$ cat src/hw/rtl/tdpec_pkg.sv
// ---------------------------------------------------------------------------
// Two-dimensional parity unit package
// Sizes, codes and helper functions shared by the controller and datapath.
// ---------------------------------------------------------------------------
package tdpec_pkg;

  localparam int MAX_N       = 32;
  localparam int SIZE_CAP    = (MAX_N < 32) ? MAX_N : 32;
  localparam int STORE_DEPTH = SIZE_CAP;
  localparam int IDX_W       = (STORE_DEPTH > 1) ? $clog2(STORE_DEPTH) : 1;
  localparam int CNT_W       = $clog2(STORE_DEPTH + 1);
  localparam int ROW_W       = 32;
  localparam int CFG_W       = 6;
  localparam int POS_W       = 5;
  localparam int OUT_W       = ROW_W + POS_W + 1 + POS_W + POS_W + 1 + 1 - 2;

  typedef enum logic [1:0] {
    KIND_ROW   = 2'd0,
    KIND_RXROW = 2'd1,
    KIND_CHECK = 2'd2
  } kind_e;

  typedef enum logic [1:0] {
    ST_IDLE,
    ST_LOCATE,
    ST_EMIT
  } state_e;

  typedef struct packed {
    logic absorb;   // store a data row and fold it into the parities
    logic take_rx;  // latch the received row-parity vector
    logic capture;  // latch both mismatch vectors
    logic locate;   // encode the error position and rewind the read pointer
    logic emit;     // stream rows out of the store
    logic clear;    // return the accumulators to zero
  } cmd_t;

  typedef struct packed {
    logic last_sent;
  } sts_t;

  // Effective matrix size: zero acts as one, large values saturate.
  function automatic logic [CFG_W-1:0] eff_size(input logic [CFG_W-1:0] cfg);
    logic [CFG_W-1:0] n;
    n = cfg;
    if (cfg == '0) begin
      n = CFG_W'(1);
    end else if (cfg > CFG_W'(SIZE_CAP)) begin
      n = CFG_W'(SIZE_CAP);
    end
    return n;
  endfunction

  function automatic logic [ROW_W-1:0] size_mask(input logic [CFG_W-1:0] n);
    logic [ROW_W-1:0] m;
    for (int j = 0; j < ROW_W; j++) begin
      m[j] = (CFG_W'(j) < n);
    end
    return m;
  endfunction

  // Index of the lowest set bit, zero when none is set.
  function automatic logic [POS_W-1:0] lowest_set(input logic [ROW_W-1:0] v);
    logic [POS_W-1:0] pos;
    pos = '0;
    for (int j = ROW_W - 1; j >= 0; j--) begin
      if (v[j]) begin
        pos = POS_W'(j);
      end
    end
    return pos;
  endfunction

endpackage

$ cat src/hw/rtl/tdpec_ctrl.sv
// ---------------------------------------------------------------------------
// Two-dimensional parity unit controller
// Sequences row loading, the parity check and the streaming of rows.
// ---------------------------------------------------------------------------
module tdpec_ctrl import tdpec_pkg::*; (
  input  logic       clk_i,
  input  logic       rst_ni,
  input  logic       in_valid_i,
  input  logic [1:0] in_kind_i,
  output logic       in_ready_o,
  output cmd_t       cmd_o,
  input  sts_t       sts_i
);

  state_e state_q, state_d;
  kind_e  kind;

  assign kind = kind_e'(in_kind_i);

  always_ff @(posedge clk_i or negedge rst_ni) begin
    if (!rst_ni) begin
      state_q <= ST_IDLE;
    end else begin
      state_q <= state_d;
    end
  end

  always_comb begin
    state_d    = state_q;
    cmd_o      = '0;
    in_ready_o = 1'b0;
    case (state_q)
      ST_IDLE: begin
        in_ready_o = 1'b1;
        if (in_valid_i) begin
          case (kind)
            KIND_ROW:   cmd_o.absorb  = 1'b1;
            KIND_RXROW: cmd_o.take_rx = 1'b1;
            KIND_CHECK: begin
              cmd_o.capture = 1'b1;
              state_d       = ST_LOCATE;
            end
            default: ;
          endcase
        end
      end
      ST_LOCATE: begin
        cmd_o.locate = 1'b1;
        state_d      = ST_EMIT;
      end
      ST_EMIT: begin
        cmd_o.emit = 1'b1;
        if (sts_i.last_sent) begin
          cmd_o.clear = 1'b1;
          state_d     = ST_IDLE;
        end
      end
      default: state_d = ST_IDLE;
    endcase
  end

endmodule

$ cat src/hw/rtl/tdpec_dpath.sv
// ---------------------------------------------------------------------------
// Two-dimensional parity unit datapath
// Row store, parity accumulators, error locator and the output pipeline.
// ---------------------------------------------------------------------------
module tdpec_dpath import tdpec_pkg::*; (
  input  logic             clk_i,
  input  logic             rst_ni,
  input  logic             cfg_we_i,
  input  logic [CFG_W-1:0] cfg_data_i,
  input  logic [ROW_W-1:0] in_word_i,
  input  cmd_t             cmd_i,
  output sts_t             sts_o,
  output logic             out_valid_o,
  input  logic             out_ready_i,
  output logic [OUT_W-1:0] out_data_o,
  output logic             out_last_o
);

  logic [ROW_W-1:0] mem [STORE_DEPTH];

  logic [CFG_W-1:0] size_q;
  logic [CNT_W-1:0] rows_loaded_q;
  logic [ROW_W-1:0] row_par_q, col_par_q, rx_row_par_q;
  logic [ROW_W-1:0] rdiff_q, cdiff_q;
  logic             found_q;
  logic [POS_W-1:0] erow_q, ecol_q;
  logic [CNT_W-1:0] issue_idx_q;
  logic             rd_valid_q, rd_last_q, rd_zero_q;
  logic [IDX_W-1:0] rd_idx_q;
  logic [ROW_W-1:0] rd_data_q;
  logic             out_valid_q, out_last_q;
  logic [OUT_W-1:0] out_data_q;

  logic [CFG_W-1:0] n;
  logic [ROW_W-1:0] m, row_in, row_out;
  logic             room, rd_en, ld_out;

  assign n      = eff_size(size_q);
  assign m      = size_mask(n);
  assign row_in = in_word_i & m;
  assign room   = CFG_W'(rows_loaded_q) < n;

  // The read stage advances when it is empty or hands its row to the output.
  assign ld_out = rd_valid_q && (!out_valid_q || out_ready_i);
  assign rd_en  = cmd_i.emit && (CFG_W'(issue_idx_q) < n) && (!rd_valid_q || ld_out);

  always_comb begin
    row_out = rd_zero_q ? '0 : rd_data_q;
    if (found_q && (POS_W'(rd_idx_q) == erow_q)) begin
      row_out = row_out ^ (ROW_W'(1) << ecol_q);
    end
    row_out = row_out & m;
  end

  always_ff @(posedge clk_i) begin
    if (cmd_i.absorb && room) begin
      mem[rows_loaded_q[IDX_W-1:0]] <= row_in;
    end
  end

  always_ff @(posedge clk_i) begin
    if (rd_en) begin
      rd_data_q <= mem[issue_idx_q[IDX_W-1:0]];
    end
  end

  always_ff @(posedge clk_i or negedge rst_ni) begin
    if (!rst_ni) begin
      size_q        <= CFG_W'(32);
      rows_loaded_q <= '0;
      row_par_q     <= '0;
      col_par_q     <= '0;
      rx_row_par_q  <= '0;
    end else begin
      if (cfg_we_i) begin
        size_q <= cfg_data_i;
      end
      if (cmd_i.clear) begin
        rows_loaded_q <= '0;
        row_par_q     <= '0;
        col_par_q     <= '0;
        rx_row_par_q  <= '0;
      end else begin
        if (cmd_i.absorb && room) begin
          rows_loaded_q                      <= rows_loaded_q + 1'b1;
          row_par_q[rows_loaded_q[IDX_W-1:0]] <= ^row_in;
          col_par_q                          <= col_par_q ^ row_in;
        end
        if (cmd_i.take_rx) begin
          rx_row_par_q <= in_word_i;
        end
      end
    end
  end

  // Locator and read pointer; only meaningful once a check has started.
  always_ff @(posedge clk_i) begin
    if (cmd_i.capture) begin
      rdiff_q <= (row_par_q ^ rx_row_par_q) & m;
      cdiff_q <= (col_par_q ^ in_word_i) & m;
    end
    if (cmd_i.locate) begin
      found_q <= (|rdiff_q) && (|cdiff_q);
      erow_q  <= lowest_set(rdiff_q);
      ecol_q  <= lowest_set(cdiff_q);
    end
    if (rd_en) begin
      rd_idx_q  <= issue_idx_q[IDX_W-1:0];
      rd_last_q <= (CFG_W'(issue_idx_q) + 1'b1) == n;
      rd_zero_q <= issue_idx_q >= rows_loaded_q;
    end
    if (ld_out) begin
      out_data_q <= {ecol_q, erow_q, found_q, POS_W'(rd_idx_q), row_out};
      out_last_q <= rd_last_q;
    end
  end

  always_ff @(posedge clk_i or negedge rst_ni) begin
    if (!rst_ni) begin
      issue_idx_q <= '0;
      rd_valid_q  <= 1'b0;
      out_valid_q <= 1'b0;
    end else begin
      if (cmd_i.locate) begin
        issue_idx_q <= '0;
      end else if (rd_en) begin
        issue_idx_q <= issue_idx_q + 1'b1;
      end
      if (rd_en) begin
        rd_valid_q <= 1'b1;
      end else if (ld_out) begin
        rd_valid_q <= 1'b0;
      end
      if (ld_out) begin
        out_valid_q <= 1'b1;
      end else if (out_ready_i) begin
        out_valid_q <= 1'b0;
      end
    end
  end

  assign sts_o.last_sent = out_valid_q && out_ready_i && out_last_q;
  assign out_valid_o     = out_valid_q;
  assign out_data_o      = out_data_q;
  assign out_last_o      = out_last_q;

endmodule

$ cat src/hw/rtl/two_d_parity_error_correct_unit.sv
// ---------------------------------------------------------------------------
// Two-dimensional parity error correction unit
// Stores a square bit matrix, checks it against received row and column
// parity vectors, corrects a single bit error and streams the rows out.
// ---------------------------------------------------------------------------
//
//  Channel   Direction  Signals                      Word contents
//  s_axis    in         tvalid/tready/tdata/tuser    tdata: word, tuser: kind
//  m_axis    out        tvalid/tready/tdata/tlast    corrected row and error info
//  cfg       in         valid/ready/data             matrix size (6 bits)
//
// A data row or a row-parity word is taken whenever the unit is idle, and such
// words may follow one another in every cycle. A column-parity word starts the
// check: the mismatch vectors are captured as it is taken, the error is then
// located, and the rows leave at one per cycle while m_axis is ready, limited
// by the single read port of the row store, via the read and output stages.
// No input word is taken until the last row has been delivered.
// Back-pressure on m_axis holds the read and output stages in place.
// Reset clears the parity accumulators and the row count; the row store needs
// no clearing, as rows that were never loaded are emitted as zero.
// ---------------------------------------------------------------------------
module two_d_parity_error_correct_unit import tdpec_pkg::*; (
  input  logic             clk_i,
  input  logic             rst_ni,
  // Input words.
  input  logic             s_axis_tvalid_i,
  output logic             s_axis_tready_o,
  input  logic [31:0]      s_axis_tdata_i,   // [31:0] word
  input  logic [1:0]       s_axis_tuser_i,   // [1:0] kind
  // Corrected rows.
  output logic             m_axis_tvalid_o,
  input  logic             m_axis_tready_i,
  output logic [OUT_W-1:0] m_axis_tdata_o,   // [31:0] row_bits, [36:32] row_index,
                                             // [37] error_found, [42:38] error_row,
                                             // [47:43] error_col
  output logic             m_axis_tlast_o,   // last
  // Matrix size register.
  input  logic             cfg_valid_i,
  output logic             cfg_ready_o,
  input  logic [CFG_W-1:0] cfg_data_i
);

  cmd_t cmd;
  sts_t sts;

  // The size register may be written at any time; the writer keeps to idle
  // periods, so no flow control is needed on this channel.
  assign cfg_ready_o = 1'b1;

  // The controller decides what each accepted word does and when rows stream.
  tdpec_ctrl u_ctrl (
    .clk_i      (clk_i),
    .rst_ni     (rst_ni),
    .in_valid_i (s_axis_tvalid_i),
    .in_kind_i  (s_axis_tuser_i),
    .in_ready_o (s_axis_tready_o),
    .cmd_o      (cmd),
    .sts_i      (sts)
  );

  // The datapath holds the matrix, the parities and the output register.
  tdpec_dpath u_dpath (
    .clk_i       (clk_i),
    .rst_ni      (rst_ni),
    .cfg_we_i    (cfg_valid_i),
    .cfg_data_i  (cfg_data_i),
    .in_word_i   (s_axis_tdata_i),
    .cmd_i       (cmd),
    .sts_o       (sts),
    .out_valid_o (m_axis_tvalid_o),
    .out_ready_i (m_axis_tready_i),
    .out_data_o  (m_axis_tdata_o),
    .out_last_o  (m_axis_tlast_o)
  );

endmodule

$ cat config.mk
export PLATFORM = sky130hd
export DESIGN_NAME = two_d_parity_error_correct_unit
export DESIGN_NICKNAME = d
export VERILOG_FILES = /design/src/hw/rtl/tdpec_pkg.sv /design/src/hw/rtl/tdpec_ctrl.sv /design/src/hw/rtl/tdpec_dpath.sv /design/src/hw/rtl/two_d_parity_error_correct_unit.sv
export SDC_FILE = /design/constraint.sdc
export NUM_CORES = 1
export LEC_CHECK = 0
export CORE_ASPECT_RATIO = 1.1
export CORE_MARGIN = 5
export CORE_UTILIZATION = 40
export DETAILED_ROUTE_END_ITERATION = 10
export DONT_BUFFER_PORTS = 1
export PLACE_DENSITY = 0.65
export SLEW_MARGIN = 25
export SYNTH_ARGS = -nofsm -noshare
export SYNTH_HDL_FRONTEND = slang
export SYNTH_SLANG_ARGS = --single-unit
$ cat constraint.sdc
create_clock -name clk_i -period 6.7 [get_ports clk_i]
set_input_delay 1.005 -clock clk_i [delete_from_list [all_inputs] [get_ports clk_i]]
set_output_delay 1.005 -clock clk_i [all_outputs]
set_load 0.1 [all_outputs]
Yosys cells after proc, flatten, opt, wreduce, memory -nomap -nowiden --
Memory sizes are Yosys's and may differ from the RTL's. A register that Yosys moved wholly into a read port is not among the register bits. Cells that the tools add are included.
Word-level totals: register bits after elaboration 249, latch bits 0, bits in writable memories 1024, bits in read-only memories 0, input port bits 45, output and inout bits 52, logic and storage cells 217, memories kept 1
Operators by class: add/subtract/negate cells 2, multiply operators 0, divide/modulo/power cells 0, order comparisons 38, equal/unequal tests 9, shift operators 1, multiplexer cells 98, bitwise gates (word level) 8, reduce and logical (&&, ||, !) cells 33
Memory list:
- u_dpath.mem | words 32, bits a word 32, rd ports 1, clocked after Yosys merged registers in 1, wr ports 1, RTL line tdpec_dpath.sv:19 | logic [ROW_W-1:0] mem [STORE_DEPTH];
Operators by type and width (number):
- 32-bit two-way mux | 8
- 5-bit two-way mux | 32
- 32-bit bitwise AND | 4
- 32-bit XOR | 4
- 5-bit by 6-bit < comparator with 1-bit output (first input constant) | 16
- 4-bit two-way mux | 16
- 32-bit OR reduction | 2
- 4-bit by 6-bit < comparator with 1-bit output (first input constant) | 8
- 6-bit two-way mux | 6
- 32-bit bitwise mux | 1
- 16-bit OR reduction | 2
- 32-bit parity | 1
- 1-bit by 5-bit left shift with 32-bit output (first input constant) | 1
- 3-bit two-way mux | 10
- 3-bit by 6-bit < comparator with 1-bit output (first input constant) | 4
- 2-bit two-way mux | 8
- 8-bit OR reduction | 2
- 1-bit two-way mux | 15
- 6-bit by 1-bit adder with 6-bit output (second input constant) | 2
- 1-bit by 6-bit < comparator with 1-bit output (first input constant) | 2
- 2-bit by 6-bit < comparator with 1-bit output (first input constant) | 2
- 6-bit < comparator | 2
- 2-bit nonzero test | 5
- 1-bit logical AND | 9
- 18 further kinds | 27

Longest topological paths before layout --
depth after elaboration 31, gate-level depth with buffers 16, mapped depth without buffers 13

Hierarchy --
From an unflattened synthesis, not the netlist that was laid out.
Second synthesis, totals: cells, all modules 2738, area, all modules 52649.2 um2
By module, submodules not included:
- tdpec_dpath | times used 1, cells each 2723, area an instance 52496.6 um2, seq. area each 38548.2 um2
- tdpec_ctrl | times used 1, cells each 13, area an instance 141.4 um2, seq. area each 50.0 um2
- two_d_parity_error_correct_unit | times used 1, cells each 2, area an instance 11.3 um2, seq. area each 0.0 um2

Worst setup path after synthesis --
No wires, ideal clock.
kind register to register, from reg u_ctrl.state_q[0], to reg u_dpath.cdiff_q[0] (enable), library setup time 0.579 ns, data arrival time 6.685 ns, data required time 6.121 ns, slack -0.564 ns, stages on the path, launching flop included 4, buffers on the path 0, period minus slack after synthesis 7.264 ns, cells stage by stage dfrtp_1 -> nor2_1 -> nand2_1 -> nor3b_1
RTL lines:
- start, declared | RTL line tdpec_ctrl.sv:15 | state_e state_q, state_d;
- start signal, assigned | RTL line tdpec_ctrl.sv:24 | state_q <= state_d;
- end signal, assigned | RTL line tdpec_dpath.sv:100 | cdiff_q <= (col_par_q ^ in_word_i) & m;
- end, declared | RTL line tdpec_dpath.sv:24 | logic [ROW_W-1:0] rdiff_q, cdiff_q;

Worst setup path in the final report --
from reg u_dpath.size_q[5], to mem u_dpath.mem[8][18] (enable)
Between the ends: cells in the longest elaborated chain, start to end 7, elaborated cells on any way between the ends 8, those cells by class order compare (2); mux (4); reduce/logical (2)
RTL lines:
- start, declared | RTL line tdpec_dpath.sv:21 | logic [CFG_W-1:0] size_q;
- start signal, assigned | RTL line tdpec_dpath.sv:76 | size_q <= cfg_data_i;
- 6-bit greater-than comparator | RTL line tdpec_pkg.sv:48 | end else if (cfg > CFG_W'(SIZE_CAP)) begin
- 6-bit two-way mux | RTL line tdpec_pkg.sv:48
- 6-bit two-way mux * | RTL line tdpec_pkg.sv:46 | if (cfg == '0) begin
- 6-bit < comparator * | RTL line tdpec_dpath.sv:41 | assign room = CFG_W'(rows_loaded_q) < n;
- 1-bit logical AND * | RTL line tdpec_dpath.sv:56 | if (cmd_i.absorb && room) begin
- 1-bit two-way mux * | RTL line tdpec_dpath.sv:56
- 1-bit two-way mux (not written as such) * | RTL line tdpec_dpath.sv:57 | mem[rows_loaded_q[IDX_W-1:0]] <= row_in;
- end, declared | RTL line tdpec_dpath.sv:19
Every way passes the cells marked *; elsewhere a longest branch is shown, timed or not.

==> flow_summary_export.csv <==
group,metric,value,unit
status,status,"finished clean",
worst_setup_path,path_cells,"inv_1 -> nand2_1 -> ha_1 -> o21a_1 -> o21ai_0 -> a21oi_1 -> nor2_1 -> o21a_1 -> nand2_1 -> nor2_4 -> buf_4",
routing,via_per_inst,5.69,
global_routing,grt.busiest_layer,"met2",
worst_setup_path,cp.buffers_inverters,2,
layout,drive_gt1_frac,0.247,
worst_setup_path,crit_required,7.10,ns
layout,nNetsFinal,2856,
floorplanning,die_w,356,um
worst_setup_path,cpPeakStageDelay,0.95,ns
sta,timing.fmax,183,MHz
worst_setup_path,worstPathMaxFanout,28,
global_routing,grt_max_degree,118,
routing,antenna_left,0,
hold_path,holdCritPathClass,"in -> async",
sta,maxSlewViolCount,0,
pwr,irDropWorstVdd,0.248,mV
logic_synthesis,yosysSeqAreaShare,0.734,
worst_setup_path,path_depth,11,
layout,fillers,10800,
logic_synthesis,avgSynthCellArea,19.3,um2
global_routing,grt_first_pass_wirelength,189000,um
pwr,p_leak,19.0,nW
logic_synthesis,netlist_instances,2720,
worst_setup_path,startpoint,"u_dpath.size_q[5]",
routing,wire_per_inst,27.9,um
layout,fin_cells,4659,
global_routing,overflow,0,
worst_setup_path,critical_path_class,"reg -> reg",
logic_synthesis,synthFlopType,"edfxtp_1",
routing,drt_iter0_drc,3132,
sta,tightestPinTransition,1.09,ns
global_routing,track_usage,0.186,
sta,setup_tns,0,ns
layout,diodes,0,
routing,first_pass_iters,6,
sta,relSlewSlack,0.268,
worst_setup_path,end_kind,"register",
clock_tree,path_clk_slew,0.06,ns
worst_setup_path,slowest_stage,"nor2_4",
logic_synthesis,synth_edf_count,1187,
floorplanning,floorplan.initialDensity,0.403,
placed_design,portBuffers,0,
clock_tree,htreeDepth,4,
worst_setup_path,cpLargestDelayFamily,"simple AND/OR/NAND/NOR gates",
logic_synthesis,synth-seq-cells,1305,
floorplanning,die_area,139000,um2
sta,finalCritPeriodShare,0.816,
sta,fin_crit,5.46,ns
sta,rsz0062_at_grt,"no",
sta,finalSetupViolations,0,
clock_tree,cts_buffer_depth,3,
logic_synthesis,ys_warn_count,0,
clock_tree,cts_tree,"built",
layout,area_growth,13.7,%
clock_tree,insertion_delay,0.73,ns
logic_synthesis,syn-cell-area,52600,um2
routing,routed_wl,130000,um
routing,vias,26500,
sta,hold_violations,0,
clock_tree,clock_sinks,1305,
floorplanning,die_height,390,um
sta,skew,0.0300,ns
job,drv_cap,0,
worst_setup_path,critPathArrivalTime,5.87,ns
clock_tree,post_cts_buffers,0,
placed_design,routabilityCongestion,0.907,
global_routing,met1_usage,0.262,
clock_tree,numCtsBuffers,133,
floorplanning,core_area,131000,um2
global_routing,first_global_vias,26500,
placed_design,place_inst,4410,
floorplanning,ios,97,
logic_synthesis,syn_nets,2787,
worst_setup_path,ff2ff_path_depth,11,
global_routing,grt_use_met2,0.298,
logic_synthesis,yosysUniqueCellTypes,69,
global_routing,antenna_found_initial,6,
clock_tree,root_buffer,"clkbuf_16",
pwr,power_density,408,nW/um2
global_routing,grt_util_met3,0.0356,
worst_setup_path,r2r-start,"u_dpath.size_q[5]",
routing,drc,0,
floorplanning,placementRows,139,
logic_synthesis,async_flop_share,0.0904,
worst_setup_path,start_kind,"register",
placed_design,dp_hpwl,84400,um
flip-flops by register name, summed over array words and instances, names as in the netlist, 2 cells and up:
name,cells
u_dpath.mem,1024
u_dpath.out_data_o,48
u_dpath.cdiff_q,32
u_dpath.col_par_q,32
u_dpath.rd_data_q,32
u_dpath.rdiff_q,32
u_dpath.row_par_q,32
u_dpath.rx_row_par_q,32
u_dpath.issue_idx_q,6
u_dpath.rows_loaded_q,6
u_dpath.size_q,6
u_dpath.ecol_q,5
u_dpath.erow_q,5
u_dpath.rd_idx_q,5
u_ctrl.state_q,2
final timing paths:
kind                                              to  slack, ns
worst max-delay path              u_dpath.mem[8][18]       1.24
worst min-delay path               u_dpath.size_q[5]       0.12
worst max register to register    u_dpath.mem[8][18]       1.24
worst min register to register    u_dpath.out_last_o       0.45
max in group asynchronous       u_dpath.row_par_q[6]       5.92
min in group clk_i                 u_dpath.size_q[5]       0.34
metrics by stage:
stage          area, um2  setup slack (ns)  utilization  total power [mW]  hold slack (ns)
2_1_floorplan      52600             0.997            -              15.1            0.400
3_3_place_gp       54900              1.47        0.421              16.9            0.418
3_5_place_dp       55300              1.41        0.423              17.1            0.440
4_1_cts            59600              1.41        0.457              24.5           0.0776
5_1_grt            59800              1.02        0.458              25.3           0.0856
6_report           59800              1.24        0.458              24.4            0.124
Yosys cell counts (all sizes together), types with 4 or more instances:
master  number  area share
a21oi       69      0.0071
nand4        6     0.00071
a22o        32      0.0053
and3         9      0.0011
clkbuf      85      0.0061
and2        10      0.0012
mux4       320        0.14
or3         17      0.0021
mux2i        4     0.00076
o31ai        8      0.0011
buf         49      0.0049
a211oi      39      0.0077
a21o         6     0.00086
nor2       220       0.016
mux2        37      0.0079
a31oi       11      0.0013
nor3        21      0.0020
nand3b       5     0.00071
inv         34      0.0024
nor2b       35      0.0042
nor4        11      0.0013
edfxtp    1187        0.68
dfrtp      117       0.056
o21bai       6     0.00086
nor3b        5     0.00071
xnor2      119       0.020
xor2        36      0.0063
nand2       73      0.0052
nand3       11      0.0010
ha          22      0.0052
nand2b      37      0.0044
or2          5     0.00064
o21a         9      0.0014
o21ai       38      0.0037
power by group:
part / leakage (nW) / internal [mW] / switching [mW]
clock network: 2.09 / 4.31 / 3.05
registers: 12.3 / 9.72 / 1.25
logic: 4.60 / 2.76 / 3.28
total: 19.0 / 16.8 / 7.57
worst reg2reg max path, delay by kind of cell (launching register included):
family,cells,cell delay (ns)
and+or+nand+nor,4,2.06
AOI/OAI and AO/OA,4,1.08
DFF,1,0.93
buffers and inverters,2,0.80
adders and majority gates,1,0.28
placed cells by master, fill, tap and decap left out, types with 11 or more instances in the layout:
cell / instances
edfxtp_1: 1187
nand3_1: 11
clkbuf_1: 33
clkinv_2: 15
nor2b_1: 21
a21oi_1: 62
a211oi_2: 22
nand2b_1: 37
clkinv_1: 30
nor2_1: 188
xnor2_1: 119
a211oi_1: 17
inv_1: 26
buf_4: 50
nor4_1: 11
buf_16: 16
nor2_4: 30
xor2_1: 34
a31oi_1: 11
ha_1: 22
a22o_1: 32
mux2_2: 37
clkbuf_16: 138
or3_1: 16
nor3_1: 21
bufinv_16: 13
nand2_1: 73
dfrtp_1: 112
o21ai_0: 31
mux4_2: 320
logic make-up (layout without fill, tap and decap cells):
group / Yosys count / in the layout / share of synthesized area
DFF: 1305 / 1305 / 0.734
AOI/OAI and AO/OA: 235 / 235 / 0.0328
and+or+nand+nor: 470 / 470 / 0.0418
buffers and inverters: 170 / 347 / 0.0136
adders and majority gates: 22 / 22 / 0.00524
other: 1 / 1 / 0.0000713
xor gates and xnor gates: 156 / 156 / 0.0265
muxes: 361 / 361 / 0.146
what timing repair did:
| action | 4_1_cts | 5_1_grt |
|---|---|---|
| gates resized for setup | 0 | 0 |
| hold buffers | 1 | 0 |
| endpoints found under the hold margin | 117 | 0 |
layer usage:
layer | wire length (um) | part of all wire
met1 | 53700 | 0.41
met2 | 62800 | 0.48
met3 | 10100 | 0.077
met4 | 3530 | 0.027
met5 | 0 | 0
cell type report:
type / instances / area [um2] / share of cell area
clock buffer: 172 / 3590 / 0.0601
multi-input combinational: 1245 / 13600 / 0.228
inverter: 36 / 135 / 0.00226
clock inverter: 71 / 752 / 0.0126
tap: 1762 / 2200 / 0.0369
timing repair buffer: 68 / 856 / 0.0143
sequential: 1305 / 38600 / 0.646
No activity file was read; power rests on OpenSTA's default activity.
